<file path="config.mk">
export PLATFORM = sky130hd
export DESIGN_NAME = board_polynomial_hash_mixer
export DESIGN_NICKNAME = d
export VERILOG_FILES = /design/src/rtl/core/bphm_pkg.sv /design/src/rtl/core/bphm_datapath.sv /design/src/rtl/core/bphm_ctrl.sv /design/src/rtl/core/board_polynomial_hash_mixer.sv
export SDC_FILE = /design/constraint.sdc
export NUM_CORES = 2
export LEC_CHECK = 0
export BUFFER_PORTS_ARGS = -buffer_cell sky130_fd_sc_hd__buf_2
export CAP_MARGIN = 5
export CORE_MARGIN = 3
export CORE_UTILIZATION = 60
export CTS_BUF_LIST = sky130_fd_sc_hd__clkbuf_16
export CTS_CLUSTER_DIAMETER = 150
export DETAILED_ROUTE_END_ITERATION = 10
export PLACE_DENSITY = 0.77
export SLEW_MARGIN = 25
export SYNTH_ARGS = -nofsm -noshare
export SYNTH_HDL_FRONTEND = slang
export SYNTH_SLANG_ARGS = --single-unit
</file>
<file path="constraint.sdc">
create_clock -name clk -period 14.9 [get_ports clk]
set_input_delay 0.745 -clock clk [delete_from_list [all_inputs] [get_ports clk]]
set_output_delay 0.745 -clock clk [all_outputs]
set_load 0.05 [all_outputs]
</file>
<file path="src/rtl/core/bphm_pkg.sv">
// ----------------------------------------------------------------------------
// bphm_pkg
// Shared types and constants for the board polynomial hash mixer.
// ----------------------------------------------------------------------------
`default_nettype none

package bphm_pkg;

  // Field and state widths
  localparam int unsigned CELL_W    = 8;
  localparam int unsigned CFG_W     = 5;
  localparam int unsigned RESIDUE_W = 56;
  localparam int unsigned HASH_W    = 64;
  localparam int unsigned HALF_W    = HASH_W / 2;

  // Residue modulus 2^56 - 5; 2^56 folds back as 5
  localparam logic [RESIDUE_W-1:0] HASH_MODULUS = 56'hFF_FFFF_FFFF_FFFB;
  localparam int unsigned          FOLD_FACTOR  = 5;

  // Finalizer multiplier
  localparam logic [HASH_W-1:0] MIX_MULT = 64'd4768777513237032717;

  // Side register value after reset, and the smallest usable side
  localparam logic [CFG_W-1:0] SIDE_RESET = 5'd4;
  localparam logic [CFG_W-1:0] SIDE_MIN   = 5'd2;

  // Commands from the controller to the datapath
  typedef struct packed {
    logic step;   // fold the accepted cell into the residue
    logic last;   // accepted cell closes the board: capture and clear
    logic pre;    // xorshift steps ahead of the multiply
    logic mul0;   // low x low partial product
    logic mul1;   // high x low partial product, upper half
    logic mul2;   // low x high partial product, upper half
    logic post;   // xorshift steps after the multiply into the output register
  } bphm_cmd_t;

endpackage

`default_nettype wire

</file>
<file path="src/rtl/core/bphm_datapath.sv">
// ----------------------------------------------------------------------------
// bphm_datapath
// Residue accumulator with constant-modulus folding, side register, and the
// 64-bit xorshift-multiply finalizer built on one shared 32x32 multiplier.
// ----------------------------------------------------------------------------
`default_nettype none

module bphm_datapath import bphm_pkg::*; #(
  parameter int unsigned MAX_SIDE = 16
) (
  input  wire logic              clk,
  input  wire logic              rst_n,
  input  wire bphm_cmd_t         cmd,
  input  wire logic              cfg_we,
  input  wire logic [CFG_W-1:0]  cfg_side,
  input  wire logic [CELL_W-1:0] cell_value,
  output logic [HASH_W-1:0]      board_hash
);

  localparam int unsigned SIDE_W = $clog2(MAX_SIDE + 1);
  localparam int unsigned ACC_W  = RESIDUE_W + SIDE_W + 1;
  localparam int unsigned HI_W   = ACC_W - RESIDUE_W;
  localparam int unsigned FOLD_W = RESIDUE_W + 1;

  logic [CFG_W-1:0]     side_r;
  logic [RESIDUE_W-1:0] residue_r, residue_nxt;
  logic [HASH_W-1:0]    mix_r, mix_nxt;
  logic [HASH_W-1:0]    prod_r, prod_nxt;
  logic [HASH_W-1:0]    hash_r;

  logic [SIDE_W-1:0]    side_eff;
  logic [ACC_W-1:0]     acc;
  logic [HI_W-1:0]      acc_hi;
  logic [FOLD_W-1:0]    fold;
  logic [RESIDUE_W-1:0] reduced;
  logic [HALF_W-1:0]    op_a, op_b;
  logic [HASH_W-1:0]    mul_out;

  function automatic logic [HASH_W-1:0] pre_mix(input logic [HASH_W-1:0] v);
    logic [HASH_W-1:0] t;
    t = v ^ (v >> 21);
    t = t ^ (t << 37);
    t = t ^ (t >> 4);
    return t;
  endfunction

  function automatic logic [HASH_W-1:0] post_mix(input logic [HASH_W-1:0] v);
    logic [HASH_W-1:0] t;
    t = v ^ (v << 20);
    t = t ^ (t >> 41);
    t = t ^ (t << 5);
    return t;
  endfunction

  // Saturate the configured side into the usable range
  always_comb begin
    if (side_r < SIDE_MIN) begin
      side_eff = SIDE_W'(SIDE_MIN);
    end else if (32'(side_r) > MAX_SIDE) begin
      side_eff = SIDE_W'(MAX_SIDE);
    end else begin
      side_eff = SIDE_W'(side_r);
    end
  end

  // Multiply by the radix, add the cell, fold the top bits back by 5, then
  // one conditional subtract brings the value below the modulus
  always_comb begin
    acc     = ACC_W'(residue_r) * ACC_W'(side_eff) + ACC_W'(cell_value);
    acc_hi  = acc[ACC_W-1:RESIDUE_W];
    fold    = FOLD_W'(acc[RESIDUE_W-1:0]) + FOLD_W'(acc_hi) * FOLD_W'(FOLD_FACTOR);
    if (fold >= FOLD_W'(HASH_MODULUS)) begin
      reduced = RESIDUE_W'(fold - FOLD_W'(HASH_MODULUS));
    end else begin
      reduced = fold[RESIDUE_W-1:0];
    end
  end

  // Select operands for the shared multiplier
  always_comb begin
    priority if (cmd.mul1) begin
      op_a = mix_r[HASH_W-1:HALF_W];
      op_b = MIX_MULT[HALF_W-1:0];
    end else if (cmd.mul2) begin
      op_a = mix_r[HALF_W-1:0];
      op_b = MIX_MULT[HASH_W-1:HALF_W];
    end else begin
      op_a = mix_r[HALF_W-1:0];
      op_b = MIX_MULT[HALF_W-1:0];
    end
    mul_out = HASH_W'(op_a) * HASH_W'(op_b);
  end

  // Next values for residue, mix and product registers
  always_comb begin
    residue_nxt = residue_r;
    mix_nxt     = mix_r;
    prod_nxt    = prod_r;
    if (cmd.step) begin
      residue_nxt = cmd.last ? '0 : reduced;
      if (cmd.last) begin
        mix_nxt = HASH_W'(reduced);
      end
    end
    if (cmd.pre) begin
      mix_nxt = pre_mix(mix_r);
    end
    if (cmd.mul0) begin
      prod_nxt = mul_out;
    end else if (cmd.mul1 || cmd.mul2) begin
      prod_nxt = prod_r + {mul_out[HALF_W-1:0], {HALF_W{1'b0}}};
    end
  end

  // Hold side and residue under reset
  always_ff @(posedge clk) begin
    if (!rst_n) begin
      side_r    <= SIDE_RESET;
      residue_r <= '0;
    end else begin
      if (cfg_we) begin
        side_r <= cfg_side;
      end
      residue_r <= residue_nxt;
    end
  end

  // Payload registers
  always_ff @(posedge clk) begin
    mix_r  <= mix_nxt;
    prod_r <= prod_nxt;
    if (cmd.post) begin
      hash_r <= post_mix(prod_r);
    end
  end

  assign board_hash = hash_r;

  // Residue stays a proper remainder
  a_residue_range: assert property (@(posedge clk) disable iff (!rst_n)
    residue_r < HASH_MODULUS)
    else $error("residue left the modulus range");

  // A closing cell clears the residue
  a_last_clears: assert property (@(posedge clk) disable iff (!rst_n)
    (cmd.step && cmd.last) |=> residue_r == '0)
    else $error("residue not cleared after final cell");

  // Residue changes only on an accepted cell
  a_residue_hold: assert property (@(posedge clk) disable iff (!rst_n)
    !cmd.step |=> $stable(residue_r))
    else $error("residue changed without a transaction");

endmodule

`default_nettype wire

</file>
<file path="src/rtl/core/bphm_ctrl.sv">
// ----------------------------------------------------------------------------
// bphm_ctrl
// Sequencer for the hash mixer: accepts cells, steps the finalizer through
// its multiply phases and owns the output valid flag.
// ----------------------------------------------------------------------------
`default_nettype none

module bphm_ctrl import bphm_pkg::*; (
  input  wire logic  clk,
  input  wire logic  rst_n,
  input  wire logic  in_valid,
  input  wire logic  in_final_cell,
  output logic       in_stall,
  output logic       out_valid,
  input  wire logic  out_stall,
  output bphm_cmd_t  cmd
);

  typedef enum logic [2:0] {
    S_IDLE,
    S_PRE,
    S_MUL0,
    S_MUL1,
    S_MUL2,
    S_POST
  } state_t;

  state_t state_r, state_nxt;
  logic   out_valid_r, out_valid_nxt;
  logic   in_take;
  logic   out_free;

  assign in_stall = (state_r != S_IDLE);
  assign in_take  = in_valid && !in_stall;
  assign out_free = !out_valid_r || !out_stall;

  // Decode commands and next state
  always_comb begin
    cmd           = '0;
    state_nxt     = state_r;
    out_valid_nxt = out_valid_r && out_stall;
    unique case (state_r)
      S_IDLE: begin
        if (in_take) begin
          cmd.step = 1'b1;
          cmd.last = in_final_cell;
          if (in_final_cell) begin
            state_nxt = S_PRE;
          end
        end
      end
      S_PRE: begin
        cmd.pre   = 1'b1;
        state_nxt = S_MUL0;
      end
      S_MUL0: begin
        cmd.mul0  = 1'b1;
        state_nxt = S_MUL1;
      end
      S_MUL1: begin
        cmd.mul1  = 1'b1;
        state_nxt = S_MUL2;
      end
      S_MUL2: begin
        cmd.mul2  = 1'b1;
        state_nxt = S_POST;
      end
      S_POST: begin
        // Load the output register once it is free
        if (out_free) begin
          cmd.post      = 1'b1;
          out_valid_nxt = 1'b1;
          state_nxt     = S_IDLE;
        end
      end
      default: begin
        state_nxt = S_IDLE;
      end
    endcase
  end

  // Hold state and output valid
  always_ff @(posedge clk) begin
    if (!rst_n) begin
      state_r     <= S_IDLE;
      out_valid_r <= 1'b0;
    end else begin
      state_r     <= state_nxt;
      out_valid_r <= out_valid_nxt;
    end
  end

  assign out_valid = out_valid_r;

  // A closing cell starts the finalizer on the next cycle
  a_final_starts: assert property (@(posedge clk) disable iff (!rst_n)
    (in_take && in_final_cell) |=> state_r == S_PRE)
    else $error("finalizer did not start after final cell");

  // A new result appears only out of the last finalizer phase
  a_valid_source: assert property (@(posedge clk) disable iff (!rst_n)
    $rose(out_valid_r) |-> $past(state_r) == S_POST)
    else $error("output valid raised outside the finalizer");

  // Multiply phases follow one another without gaps
  a_mul_order: assert property (@(posedge clk) disable iff (!rst_n)
    state_r == S_MUL0 |=> state_r == S_MUL1 ##1 state_r == S_MUL2)
    else $error("multiply phases out of order");

  // A pending result is never overwritten
  a_no_overwrite: assert property (@(posedge clk) disable iff (!rst_n)
    cmd.post |-> (!out_valid_r || !out_stall))
    else $error("output register loaded while a result waits");

endmodule

`default_nettype wire

</file>
<file path="src/rtl/core/board_polynomial_hash_mixer.sv">
// ----------------------------------------------------------------------------
// board_polynomial_hash_mixer
// Polynomial board hash with a 64-bit xorshift-multiply finalizer.
// ----------------------------------------------------------------------------
// Cells enter one per transaction in row-major order; each is folded into a
// residue modulo 2^56-5 using the board side (saturated to 2..MAX_SIDE) as
// the radix. A cell without the final flag is taken without a stall, so a
// board streams at one cell per clock. After the flagged cell no cell is
// accepted until the finalizer is done: the cell is folded, S_PRE runs the
// pre-multiply xorshifts, S_MUL0, S_MUL1 and S_MUL2 use the shared 32x32
// multiplier to build the low 64 bits of the product, and S_POST loads the
// output register, waiting if an earlier hash has not yet been taken. The
// output register lets the next board start while a hash is pending. Write
// board_side only while the block is idle; cfg_ready is always high.
// ----------------------------------------------------------------------------
`default_nettype none

module board_polynomial_hash_mixer import bphm_pkg::*; #(
  parameter int unsigned MAX_SIDE = 16
) (
  input  wire logic              clk,
  input  wire logic              rst_n,
  input  wire logic              in_valid,
  output logic                   in_stall,
  input  wire logic [CELL_W-1:0] in_cell_value,
  input  wire logic              in_final_cell,
  output logic                   out_valid,
  input  wire logic              out_stall,
  output logic [HASH_W-1:0]      out_board_hash,
  input  wire logic              cfg_valid,
  output logic                   cfg_ready,
  input  wire logic [CFG_W-1:0]  cfg_board_side
);

  bphm_cmd_t cmd;
  logic      cfg_we;

  // Configuration writes are always taken
  assign cfg_ready = 1'b1;
  assign cfg_we    = cfg_valid && cfg_ready;

  bphm_ctrl u_ctrl (
    .clk           (clk),
    .rst_n         (rst_n),
    .in_valid      (in_valid),
    .in_final_cell (in_final_cell),
    .in_stall      (in_stall),
    .out_valid     (out_valid),
    .out_stall     (out_stall),
    .cmd           (cmd)
  );

  bphm_datapath #(
    .MAX_SIDE (MAX_SIDE)
  ) u_datapath (
    .clk        (clk),
    .rst_n      (rst_n),
    .cmd        (cmd),
    .cfg_we     (cfg_we),
    .cfg_side   (cfg_board_side),
    .cell_value (in_cell_value),
    .board_hash (out_board_hash)
  );

endmodule

`default_nettype wire
</file>
==> results.md <==
- Crit path arrival time: 13.86 ns
- Die footprint: 89700 sq um
- Number of I/O pins: 86
- Async S/R FF share, synth: 0%
- DR WL/cell: 24.8 um
- CTS sink cnt: between 200 and 300
- TritonCTS Buffers: 30
- Crit Path Category: reg -> reg
- H-tree level count: 1
- CP Max Fanout: 30
- Via count: 39300
- CTS tree: yes
- First-pass GRT wire length: 248000 um
- CP Data Required Time: 15.31 ns
- Largest net degree at the start of global routing: 90
- Final setup violation count: 0
- Number of buffers inserted by port buffering: 84
- Root Buffer: clkbuf_16
- Die width: 299 um
- Gr ovfl total: 0
- Fin nets: slightly below 7000
- Finished Cell Area: 54300 sq um
- Post-DP HPWL: around 140000 um
- Final Hold Slack: about 0.37 ns
- Post-route antenna net violation count: 0
- Fillers: roughly 7000
- Hold Path Stages: 3
- Row count: between 100 and 150
- Distinct cells, synth: 104
- RSZ-0062 raised after global routing: no
- Top post-synthesis cells by area: fa_1, ha_1, edfxtp_1
- Mapped Area: 51700 sq um
- CP max stage delay: 0.73 ns
- Critical path endpoint category: register
- Core area: 85300 sq um
- DRT iter0 DRCs: 4438
- Synth top area share: 32.9%
- Final Hold Fails: 0
- #FFs+latches synth: 257
- Status: finished, final reports clean
- Via-to-Cell Ratio: 5.93
- Total Neg Setup Slack: 0 ns
- Cells after synthesis: 5444
- Gpl congestion: 1.08
- Maximum clock rate: 0.0744 GHz
- Post CTS Setup Buffer Count: 0
- Crit-path slowest cell: nand2b_1
- Syn Area/Cell: 9.49 sq um
- Post-synth net total: 6876
- Final period demand of the worst path: 13.45 ns
- Initial antenna violation count: 9
- DP Area: 53400 sq um
- Clk slew on worst S/H paths: 0.06 ns
- R2R cell count: 46
- Slew margin rel.: a little over a fifth
- # resized after CTS: 0
- Total Wirelength: 165000 um
- Fin crit share: about nine tenths
- Residual DRC: 0
- Main flop type after synthesis: edfxtp_1
- Type of origin of the critical path: register
- Initial Util: 60.6%
- Slew Limit Fails: 0
- Slew @ Worst Pin: 1.15 ns
- Layout cells sized above 1: 4.61%
- Max-cap check violation count: 0
- Skew final: 0.0661 ns
- Sequential-to-total area share from yosys stat: a little over an eighth
- Gr usage total: 37.1%
- Layout Area Growth over Synthesis: 5.13%
- Yosys top cell by area: fa_1
- Hold Crit Class: in -> reg
- Vias in the first global route: 39500
- Hold Buf Count CTS: 0
- Worst-skew pair later-pin latency: 0.63 ns
- Buffer levels on the longest clock path: 3
- Post-synth EDFFs: 192
- Synth Warn #: 0
- Number of detailed-route iterations in the first pass: 6
- DIE HEIGHT: 299 um
[registers in the layout, indices dropped and copies added (netlist names)]
register / count
u_datapath.board_hash: 64
u_datapath.mix_r: 64
u_datapath.prod_r: 64
u_datapath.residue_r: 56
u_datapath.side_r: 5
u_ctrl.state_r: 3
u_ctrl.out_valid: 1
[Yosys cell counts (42+ instances only)]
cell / number
a21o_1: 65
inv_1: 1257
nor2_1: 159
xnor2_1: 326
nand4_1: 51
nand3_1: 94
clkbuf_1: 100
nand2_1: 367
o21ai_0: 145
dfxtp_1: 65
fa_1: 849
and2_1: 238
edfxtp_1: 192
mux2i_1: 42
nor3_1: 50
nor2b_1: 50
ha_1: 564
xor2_1: 138
a21oi_1: 184
[layer usage]
metal / up-vias / wire, um / global-route usage [%]
li1: 17400 / - / -
met1: 19700 / 68900 / 54.2
met2: 1972 / 69900 / 54.2
met3: 333 / 19900 / 10.0
met4: 2 / 6250 / 11.2
met5: - / 13 / 0
[cell usage in the layout (no fill, tap or decap), types with 94 or more instances in the layout]
master and n:
nand2_1 367, inv_1 1260, a21oi_1 184, nand3_1 94
and2_1 238, nor2_1 155, edfxtp_1 192, xor2_1 138
fa_1 849, ha_1 564, o21ai_0 143, xnor2_1 326
[critical path: cells and delay by family (launching register included)]
kind | cells | cell delay [ns]
fa+ha+maj | 7 | 3.05
flops | 1 | 0.45
compound gates | 19 | 4.50
buf+inv | 5 | 0.84
simple gates | 14 | 4.04
xor+xnor | 1 | 0.33
[layout make-up]
cell class	count	area, sq um	area share, %
Clock inverter	25	143	0.263
Timing Repair Buffer	129	778	1.43
Clock buffer	31	776	1.43
Multi-Input combinational cell	3792	39400	72.5
Inverter	1257	4720	8.68
Tap cell	1144	1430	2.63
Sequential cell	257	7070	13.0
Antenna cell	4	10.0	0.0184
[per-stage QoR]
| step | std cells | worst slack (ns) | util [%] |
|---|---|---|---|
| 2_1_floorplan | 5444 | 4.38 | - |
| 3_3_place_gp | 6578 | 2.06 | 62.6 |
| 3_5_place_dp | 6579 | 1.73 | 62.6 |
| 4_1_cts | 6635 | 1.71 | 63.7 |
| 5_1_grt | 6635 | 0.700 | 63.7 |
| 6_report | 6639 | 1.45 | 63.7 |
[path summary, 6_finish.rpt]
path	from	end	slack, ns
worst max-delay path	u_datapath.side_r[4]$_SDFFE_PN0P_	u_datapath.residue_r[42]$_SDFFE_PN0P_	1.45
worst min-delay path	cfg_board_side[2]	u_datapath.side_r[2]$_SDFFE_PN1P_	0.37
worst max register to register	u_datapath.side_r[4]$_SDFFE_PN0P_	u_datapath.residue_r[42]$_SDFFE_PN0P_	1.45
worst min register to register	u_datapath.side_r[0]$_SDFFE_PN0P_	u_datapath.side_r[0]$_SDFFE_PN0P_	0.52
[logic make-up (layout without fill, tap and decap cells)]
kind of cell             Yosys count  count (layout)  synth area share [%]
multiplexers                      44              44                 0.857
AO/OA/AOI/OAI                    695             695                  8.94
AND/OR/NAND/NOR                 1171            1171                  11.7
flip-flops                       257             257                  13.7
buffers and inverters           1395            1442                  10.3
XOR/XNOR                         468             468                  7.99
adder cells (fa/ha/maj)         1413            1413                  46.5
other                              1               5               0.00726
Power is left out: the tool's default activity adds up to more than one toggle a clock period on the data nets, which glitch-free logic cannot reach.
